### config.mk
export PLATFORM = sky130hd
export DESIGN_NAME = bms2d_ctrl
export DESIGN_NICKNAME = d
export VERILOG_FILES = /design/src/sv/bms2d_pkg.sv /design/src/sv/bms2d_ctrl.sv
export SDC_FILE = /design/constraint.sdc
export NUM_CORES = 1
export LEC_CHECK = 0
export ABC_CLOCK_PERIOD_IN_PS = 3100
export BUFFER_PORTS_ARGS = -buffer_cell sky130_fd_sc_hd__buf_4
export CAP_MARGIN = 20
export CORE_AREA = 2 2 39 41
export CTS_BUF_LIST = sky130_fd_sc_hd__clkbuf_8
export CTS_CLUSTER_DIAMETER = 100
export DETAILED_ROUTE_END_ITERATION = 6
export DIE_AREA = 0 0 41 43
export PLACE_DENSITY_LB_ADDON = 0.12
export SETUP_SLACK_MARGIN = 0.5
export SYNTH_ARGS = -nofsm -noshare
export SYNTH_HDL_FRONTEND = slang
export SYNTH_SLANG_ARGS = --single-unit
### constraint.sdc
create_clock -name clock -period 3.1 [get_ports clock]
set_input_delay 0.31 -clock clock [delete_from_list [all_inputs] [get_ports clock]]
set_output_delay 0.31 -clock clock [all_outputs]
set_load 0.01 [all_outputs]
### src/sv/bms2d_pkg.sv
`timescale 1ns / 1ps
// ----------------------------------------------------------------------------
// Bilinear mass splat package
// Shared widths, codes, request and response payloads, and the command and
// status bundles that join the controller to the datapath.
// ----------------------------------------------------------------------------
package bms2d_pkg;

   // Default sizes of the grid and the accumulators.
   localparam int DEF_MAX_ROWS  = 256;
   localparam int DEF_MAX_COLS  = 256;
   localparam int DEF_ACC_WIDTH = 48;

   // Field widths of the request and response payloads.
   localparam int ACT_W  = 2;
   localparam int POS_W  = 32;
   localparam int MASS_W = 32;
   localparam int IDX_W  = 16;
   localparam int DATA_W = 48;

   // Fixed-point layout: Q16.16 positions, Q1.16 weights up to one.
   localparam int FRAC_W = 16;
   localparam int IP_W   = POS_W - FRAC_W - 1;
   localparam int W_W    = FRAC_W + 1;
   localparam int WP_W   = 2 * FRAC_W + 1;
   localparam logic [W_W-1:0] ONE_Q16 = W_W'(1) << FRAC_W;

   // Configuration port.
   localparam int CSR_W      = 9;
   localparam int CSR_IDX_W  = 1;
   localparam int SIZE_RESET = 256;
   localparam logic [CSR_IDX_W-1:0] CSR_GRID_ROWS = 1'd0;
   localparam logic [CSR_IDX_W-1:0] CSR_GRID_COLS = 1'd1;

   // Request actions.
   localparam logic [ACT_W-1:0] ACT_DEPOSIT = 2'd0;
   localparam logic [ACT_W-1:0] ACT_READ    = 2'd1;
   localparam logic [ACT_W-1:0] ACT_WRITE   = 2'd2;
   localparam logic [ACT_W-1:0] ACT_NOP     = 2'd3;

   // The four corners are visited in order; bit 0 steps the row, bit 1 the column.
   localparam logic [1:0] CORNER_LAST = 2'd3;

   typedef struct packed {
      logic [ACT_W-1:0]        action;
      logic signed [POS_W-1:0] pos_row;
      logic signed [POS_W-1:0] pos_col;
      logic [MASS_W-1:0]       particle_mass;
      logic [IDX_W-1:0]        cell_index;
      logic [DATA_W-1:0]       cell_data;
   } req_type;

   typedef struct packed {
      logic [IDX_W-1:0]  read_index;
      logic [DATA_W-1:0] read_value;
   } rsp_type;

   // Commands from the controller to the datapath.
   typedef struct packed {
      logic       capture;
      logic       decode;
      logic       base;
      logic       issue;
      logic [1:0] corner;
      logic       rd_issue;
      logic       wr_cell;
      logic       load_rsp;
      logic       clear_step;
   } bms2d_cmd_type;

   // Status from the datapath to the controller.
   typedef struct packed {
      logic [ACT_W-1:0] action;
      logic             clear_last;
      logic             rsp_free;
   } bms2d_status_type;

endpackage

### src/sv/bms2d_ctrl.sv
`timescale 1ns / 1ps
// ----------------------------------------------------------------------------
// Bilinear mass splat controller
// State machine that clears the grid after reset, takes one request at a
// time and steps the datapath through decode, corner updates and responses.
// ----------------------------------------------------------------------------
module bms2d_ctrl (
   input  logic                        clock,
   input  logic                        reset,
   input  logic                        req_valid,
   output logic                        req_ready,
   input  bms2d_pkg::bms2d_status_type status,
   output bms2d_pkg::bms2d_cmd_type    cmd
);
   import bms2d_pkg::*;

   localparam logic [2:0] S_CLEAR  = 3'd0;
   localparam logic [2:0] S_IDLE   = 3'd1;
   localparam logic [2:0] S_DECODE = 3'd2;
   localparam logic [2:0] S_BASE   = 3'd3;
   localparam logic [2:0] S_CORNER = 3'd4;
   localparam logic [2:0] S_READ   = 3'd5;
   localparam logic [2:0] S_RESP   = 3'd6;
   localparam logic [2:0] S_WRITE  = 3'd7;

   logic [2:0] state_ff;
   logic [2:0] state_in;
   logic [1:0] corner_ff;
   logic [1:0] corner_in;

   // A new request is taken only between requests.
   assign req_ready = (state_ff == S_IDLE);

   // Next state and commands.
   always_comb begin
      cmd       = '0;
      state_in  = state_ff;
      corner_in = corner_ff;
      case (state_ff)
         S_CLEAR: begin
            cmd.clear_step = 1'b1;
            if (status.clear_last) begin
               state_in = S_IDLE;
            end
         end
         S_IDLE: begin
            if (req_valid) begin
               cmd.capture = 1'b1;
               state_in    = S_DECODE;
            end
         end
         S_DECODE: begin
            cmd.decode = 1'b1;
            case (status.action)
               ACT_DEPOSIT: state_in = S_BASE;
               ACT_READ:    state_in = S_READ;
               ACT_WRITE:   state_in = S_WRITE;
               default:     state_in = S_IDLE;
            endcase
         end
         S_BASE: begin
            cmd.base  = 1'b1;
            corner_in = '0;
            state_in  = S_CORNER;
         end
         S_CORNER: begin
            cmd.issue  = 1'b1;
            cmd.corner = corner_ff;
            corner_in  = corner_ff + 2'd1;
            if (corner_ff == CORNER_LAST) begin
               state_in = S_IDLE;
            end
         end
         S_READ: begin
            cmd.rd_issue = 1'b1;
            state_in     = S_RESP;
         end
         S_RESP: begin
            // Hold the read data until the output register can take it.
            if (status.rsp_free) begin
               cmd.load_rsp = 1'b1;
               state_in     = S_IDLE;
            end
         end
         S_WRITE: begin
            cmd.wr_cell = 1'b1;
            state_in    = S_IDLE;
         end
         default: begin
            state_in = S_IDLE;
         end
      endcase
   end

   // State registers.
   always_ff @(posedge clock) begin
      if (reset) begin
         state_ff  <= S_CLEAR;
         corner_ff <= '0;
      end else begin
         state_ff  <= state_in;
         corner_ff <= corner_in;
      end
   end

endmodule

# [After elaboration in Yosys (flattened, before gate mapping)]
# Cells that the tools add are included.
[word_totals] ff_bits=5 inputBits=7 out_inout_bits=11 wordCells=38
[op_classes] n_addsub=1 eq_ne=14 n_mux=17 reduce_logical=4
[op_table] operator="3-bit case mux with 8 select lines" n=1
[op_table] operator="3-bit 2-to-1 mux" n=5
[op_table] operator="3-bit equality test, second input constant" n=4
[op_table] operator="1-bit 2-to-1 mux" n=9
[op_table] operator="3-bit case mux with 3 select lines" n=1
[op_table] operator="2-bit inequality test, second input constant" n=4
[op_table] operator="3-bit by 2-bit equality test with 1-bit output, second input constant" n=2
[op_table] operator="2-bit equality test, second input constant" n=2
[op_table] operator="2-bit case mux with 2 select lines" n=1
[op_table] operator="4-bit AND reduction" n=1
[op_table] operator="3-bit by 1-bit equality test with 1-bit output, second input constant" n=1
[op_table] operator="3-bit logical NOT" n=1
[op_table] operator="2-bit by 1-bit adder with 2-bit output, second input constant" n=1
[op_table] operator="2-bit by 1-bit equality test with 1-bit output, second input constant" n=1
[op_table] operator="2-bit logical NOT" n=1
[op_table] operator="2-bit nonzero test" n=1

# [Logic depth before layout (Yosys ltp)]
# Gate-level depths: netlist of the first run.
[logic_depth] depth_word=3 ltp_mapped=4 depth_no_buf=4

# [Worst setup path after synthesis of the first run]
# No wires, ideal clock.
[synth_path] kind="reg-to-output" from="register state_ff[0]" to="output port cmd[4] (netlist name)" arrival_time_ns=0.942 required_ns=2.790 setup_slack_ns=1.848 path_stages_with_launch=4 cell_sequence="dfxtp_1 > buf_6 > nor3b_4 > and2_1"
[synth_rtl] element="from (decl)" line="bms2d_ctrl.sv:26" source="logic [2:0] state_ff;"
[synth_rtl] element="from (signal assigned)" line="bms2d_ctrl.sv:101" source="state_ff <= state_in;"
[synth_rtl] element="to (decl)" line="bms2d_ctrl.sv:13" source="output bms2d_pkg::bms2d_cmd_type cmd"

==> flow_summary.yaml, run 1 <==
run_status:
  status: "finished clean"
timing:
  worst_slew_pin_slew_ps: 485
  maxSlewViolCount: 0
  fmaxAchievable_ghz: 0.559
  hold_viol_final: 0
  rsz0062_at_grt: "false"
  fin_tns_setup_ps: 0
  setup_slack_ps: 1310
  setup_viol: 0
  period_needed_ps: 1790
  fin_crit_sh_pct: 57.7
  finClkSkew_ps: 0.179
  relSlewSlack_pct: 67.6
grt:
  grt_pass1_vias: 315
  gr-max-usage-layer: "met2"
  antenna_found_initial: 0
  gr-usage-met1_pct: 13.8
  met3_usage_pct: 1.57
  grt_pass1_wl_um: 1240
  grt_usage_pct: 10.6
  overflow: 0
  use_met2_pct: 15.0
  grt_start_max_net_pins: 16
setup_path:
  path_max_fanout: 15
  timing.rr.start: "state_ff[2]$_SDFFE_PP0P_"
  critical_path_arrival_ps: 1480
  cp_num_cells: 3
  r2r_slack_ps: 1720
  cp_num_buf_inv: 1
  crit_required_ps: 2790
  setup.worst_path.end_class: "output pin"
  timing.rr.end: "state_ff[0]$_SDFFE_PP0P_"
  worstSetupPathType: "reg -> out"
  cp_slowest_stage_delay_ps: 610
  start_kind: "flop"
  cp_slowest_cell: "dfxtp_1"
  cp-endpoint: "cmd[4]"
  setup.worst_path.start: "state_ff[2]$_SDFFE_PP0P_"
  rr_worst_depth: 2
  crit_family: "flip-flops"
  path_cells: "nor3b_4 -> and2_1 -> buf_4"
clock_network:
  path_clk_slew_ps: 30
  hold_buffers: 0
  clk_path_buf_depth: 2
  cts-buffers-inserted: 3
  cts.sink_count: 5
  root_buffer: "clkbuf_8"
  postCtsSetupRepairBufs: 0
  cts_resized: 0
  htreeDepth: 1
  cts_tree: "yes"
  clock_latency_ps: 220
worst_hold_path:
  hold_class: "in -> reg"
  min-delay-start: "reset"
final_layout:
  final_common_cell: "buf_4"
  drive_gt1_share_pct: 38.5
  nets: 76
  layout_common_cells: "buf_4, nor2_1, inv_1, dfxtp_1"
  diodes: 0
  area_growth_pct: 39.8
  final_core_util_pct: 41.3
synth:
  syn_area_sq_um: 409
  synth_top_cell_by_area: "dfxtp_1"
  syn_nets: 57
  synth-seq-area-share_pct: 24.5
  synth_warnings: 0
  avgSynthCellArea_sq_um: 8.71
  synth_cells: 47
  synth_top_cell_area_share_pct: 24.5
  synthTopCellsByArea: "dfxtp_1, ha_1, buf_6"
  ys_ff_latch: 5
  ys_types: 27
power_and_ir_drop:
  p_comb_share_pct: 18.5
  seq_power_share_pct: 33.2
  p_sw_uw: 57.5
  p_int_uw: 177
  netSwitchingFraction_pct: 24.5
  p_clk_share_pct: 48.3
  powerDensity_mw_per_mm2: 410
  power_uw: 235
  power.leakage_uw: 0.000270
  max-vdd-ir-drop_mv: 0.300
place:
  portBuffers: 17
  dp.final_hpwl_um: 645
  post-place-ws_ps: 1530
  gp_congestion: 0.641
route:
  wire_per_inst_um: 10.1
  drtAntennaViolNets: 0
  num_vias: 370
  wl_um: 822
  drtIter0Drc: 3
  routed_via_density: 4.57
  dr.pass1.iters: 2
  drc_errors: 0
floorplan:
  fp.dieW_um: 41
  die_area_sq_mm: 0.00176
  start_util_pct: 29.6
  io_pins: 18
  dieHeight_um: 43
  rows: 14
  design.core.area_sq_mm: 0.00138
run:
  cap_violations: 0
==> stage by stage <==
| step | std cells | hold slack [ps] | cell area (sq um) |
|---|---|---|---|
| 2_1_floorplan | 47 | 379 | 409 |
| 3_3_place_gp | 77 | 513 | 527 |
| 3_5_place_dp | 77 | 517 | 527 |
| 4_1_cts | 81 | 286 | 572 |
| 5_1_grt | 81 | 289 | 572 |
| 6_report | 81 | 291 | 572 |
==> layer usage <==
| layer | vias to the layer above | wire length [um] |
|---|---|---|
| met5 | - | 0 |
| met4 | 0 | 0 |
| met3 | 0 | 55 |
| met2 | 11 | 373 |
| met1 | 160 | 394 |
| li1 | 199 | - |
==> Yosys cell counts (all sizes together) <==
cell and instances:
a21oi 1, nor3 2, nor3b 3, nand4 1
o21bai 1, xnor2 1, ha 3, nand2 2
and4 1, a2111oi 1, o21ai 1, dfxtp 5
a31oi 2, and2 2, buf 3, o22ai 1
o311a 1, mux2i 1, or3 2, mux2 1
nor2 6, inv 5, and3 1
==> power groups by stage <==
stage | registers [uW] | clock network [uW] | logic, uW
3_5_place_dp | 78.7 | 0 | 44.2
3_3_place_gp | 79.0 | 0 | 44.1
5_1_grt | 78.7 | 123 | 48.6
4_1_cts | 77.9 | 118 | 44.3
2_1_floorplan | 71.6 | 0 | 35.2
6_report | 77.8 | 113 | 43.5
==> cell type report <==
cell class | instances | area (sq um)
well taps | 16 | 20.0
inverters | 5 | 18.8
fillers | 153 | 812
multi-input cells | 34 | 260
repair buffers | 17 | 128
clock inverters | 1 | 3.75
flip-flops and latches | 5 | 100
clock buffers | 3 | 41.3
==> cell families (layout without fill, tap and decap cells) <==
kind of cell	Yosys count	in the layout	share of synthesized area, %
AO/OA/AOI/OAI	8	8	16.5
XOR/XNOR	1	1	2.14
adder cells (fa/ha/maj)	3	3	9.18
buffers and inverters	8	26	11.9
flip-flops	5	5	24.5
multiplexers	2	2	5.20
AND/OR/NAND/NOR	20	20	30.6
==> sequential cells by signal (all words and copies together) (netlist names) <==
name	cells
corner_ff	2
state_ff	3
==> worst min-delay path by stage <==
stage                               end  slack, ps  depth (start not counted)
2_1_floorplan  state_ff[2]$_SDFFE_PP0P_        380                          1
3_3_place_gp   state_ff[2]$_SDFFE_PP0P_        510                          2
3_5_place_dp   state_ff[2]$_SDFFE_PP0P_        520                          2
4_1_cts        state_ff[2]$_SDFFE_PP0P_        290                          2
5_1_grt        state_ff[2]$_SDFFE_PP0P_        290                          2
6_report       state_ff[2]$_SDFFE_PP0P_        290                          2
Note: power is estimated with default switching activity, not from simulation.
==> run 2: changes to the inputs <==
- ABC_AREA: not set -> 1
- ABC_CLOCK_PERIOD_IN_PS: 3100 -> 1500
- clock period: 3.1 -> 1.5 ns (I/O delays scaled with it)
==> run 2 against run 1 <==
- synthesized area up 11%
- clock skew up 4.2 ps
- setup slack worse by 1000 ps
- critical endpoint is now cmd[7]
==> flow_summary.yaml, run 2 <==
run_status:
  status: "finished clean"
timing:
  rsz0062_at_grt: "true"
  fin_tns_setup_ps: 0
  fin_crit_sh_pct: 80.2
  finClkSkew_ps: 4.38
  fmaxAchievable_ghz: 0.831
  setup_viol: 0
  relSlewSlack_pct: 86.6
  worst_slew_pin_slew_ps: 200
  period_needed_ps: 1200
  maxSlewViolCount: 0
  hold_viol_final: 0
final_layout:
  area_growth_pct: 85.4
  layout.cells.non_filler: 121
  largest_register_ffs: 3
  drive_gt1_share_pct: 61.9
  layout_common_cells: "buf_4, nor2_1, inv_1"
  final_common_cell: "buf_4"
  largest-register: "state_ff"
  top_regs: "state_ff: 3 flops, corner_ff: 2 flops"
  diodes: 0
  nets: 116
synth:
  syn_nets: 82
  synth_top_cell_area_share_pct: 22.0
  synthTopCellsByCount: "nor2_1, inv_1, nand2_1"
  yosysMostFrequentCell: "nor2_1"
  synth_warnings: 0
  ys_types: 16
  synth-seq-area-share_pct: 22.0
  synth_edf_count: 0
  synth_top_cell_by_area: "dfxtp_1"
  async_flop_share_pct: 0
  synthTopCellsByArea: "dfxtp_1, nor2_1, inv_1"
  avgSynthCellArea_sq_um: 6.31
  ys.flop_type: "dfxtp_1"
  ys_ff_latch: 5
  synth_cells: 72
  syn_area_sq_um: 454
place:
  dp.cells: 103
  gp_congestion: 0.672
  dp.final_hpwl_um: 738
  portBuffers: 17
setup_path:
  crit_required_ps: 1350
  path_cells: "inv_4 -> nand2_1 -> nor2_4 -> buf_4"
  cp_slowest_cell: "dfxtp_4"
  cp_num_cells: 4
  setup.worst_path.end_class: "output pin"
  cp_slowest_stage_delay_ps: 380
  setup.worst_path.start: "state_ff[2]$_SDFFE_PP0P_"
  cp_num_buf_inv: 2
  path_max_fanout: 8
  worstSetupPathType: "reg -> out"
  start_kind: "flop"
  r2r_slack_ps: 350
  timing.rr.end: "state_ff[2]$_SDFFE_PP0P_"
  crit_family: "flip-flops"
  cp-endpoint: "cmd[7]"
  timing.rr.start: "state_ff[1]$_SDFFE_PP0P_"
  critical_path_arrival_ps: 1050
  rr_worst_depth: 8
floorplan:
  dieHeight_um: 43
  design.core.area_sq_mm: 0.00138
  die_area_sq_mm: 0.00176
  io_pins: 18
  fp.dieW_um: 41
  start_util_pct: 32.8
  rows: 14
clock_network:
  clk_path_buf_depth: 2
  clock_latency_ps: 220
  cts.sink_count: 5
  cts_tree: "yes"
  path_clk_slew_ps: 40
  root_buffer: "clkbuf_8"
  htreeDepth: 1
  cts-buffers-inserted: 3
route:
  num_vias: 528
  dr.pass1.iters: 2
  wl_um: 1180
  drc_errors: 0
  wire_per_inst_um: 9.72
  drtIter0Drc: 4
  drtAntennaViolNets: 0
  routed_via_density: 4.36
grt:
  grt_pass1_wl_um: 1990
  overflow: 0
  grt_pass1_vias: 496
  grt_usage_pct: 16.3
  grt_start_max_net_pins: 9
  antenna_found_initial: 0
run:
  cap_violations: 0
worst_hold_path:
  hold_class: "in -> reg"
power_and_ir_drop:
  max-vdd-ir-drop_mv: 1.23
  power.leakage_uw: 0.000461
  powerDensity_mw_per_mm2: 1990
## run 2: cell types whose count changed in the layout (fill, tap and decap cells not counted), moves of 3 or more
cell and change:
buf_4 +10, nand2_1 +8, inv_1 +6, nor2_4 +6, nor2_1 +5, buf_6 +4
dfxtp_1 -4, nand3_2 +4, dfxtp_4 +3, nand2_2 +3, nor2_2 +3, nor3_2 +3
## run 2: how the worst min path moves through the flow
stage | start | endpoint | slack, ps | cells after the start
after floorplan | reset | corner_ff[0]$_SDFFE_PP0P_ | 220 | 1
after global placement | reset | corner_ff[0]$_SDFFE_PP0P_ | 340 | 2
after detailed placement | reset | corner_ff[0]$_SDFFE_PP0P_ | 350 | 2
after CTS | reset | corner_ff[1]$_SDFFE_PP0P_ | 110 | 2
after global routing | reset | corner_ff[0]$_SDFFE_PP0P_ | 100 | 2
final | reset | corner_ff[0]$_SDFFE_PP0P_ | 110 | 2
## run 2: final cells by class
class	count	area, sq um
Clock inverter	1	3.75
Inverter	15	66.3
Sequential cell	5	113
Timing Repair Buffer	31	248
Fill cell	123	542
Clock buffer	3	41.3
Multi-Input combinational cell	50	350
Tap cell	16	20.0
## run 2: report_power, final
group	internal (uW)	leakage, uW	switching (uW)
Combinational	544	0.000390	535
Clock	175	0.0000269	63.0
Sequential	214	0.0000435	141
Total	933	0.000461	740
## run 2: cells by family after synthesis
group	Yosys count	synth area share, %
flops	5	22.0
fa+ha+maj	3	8.27
compound gates	1	1.10
xor+xnor	1	1.93
simple gates	45	49.3
buf+inv	17	17.4
## run 2: per-layer routing
layer  wire (um)  track usage (%)  vias to the layer above
li1            -                -                      283
met1         539             21.9                      233
met2         565             23.8                       12
met3          70             4.71                        0
met4           0             6.00                        0
met5           0                0                        -
## run 2: timing repair
| action | in CTS | in global routing |
|---|---|---|
| gates resized for setup | 23 | 7 |
| endpoints found under the setup margin | 16 | 16 |
| gates cloned | 0 | 0 |
| hold buffers | 0 | 0 |
| pin swaps | 8 | 3 |
| buffers inserted | 12 | 2 |
## run 2: stage by stage
stage	utilization (%)	setup WS (ps)	total power, uW	area [sq um]	hold WS, ps
floorplan	-	452	834	473	221
global placement	43.2	199	1010	598	340
detailed placement	43.2	211	997	598	345
CTS	58.4	291	1620	808	115
global route	60.8	243	1810	842	104
finish	60.8	297	1670	842	108
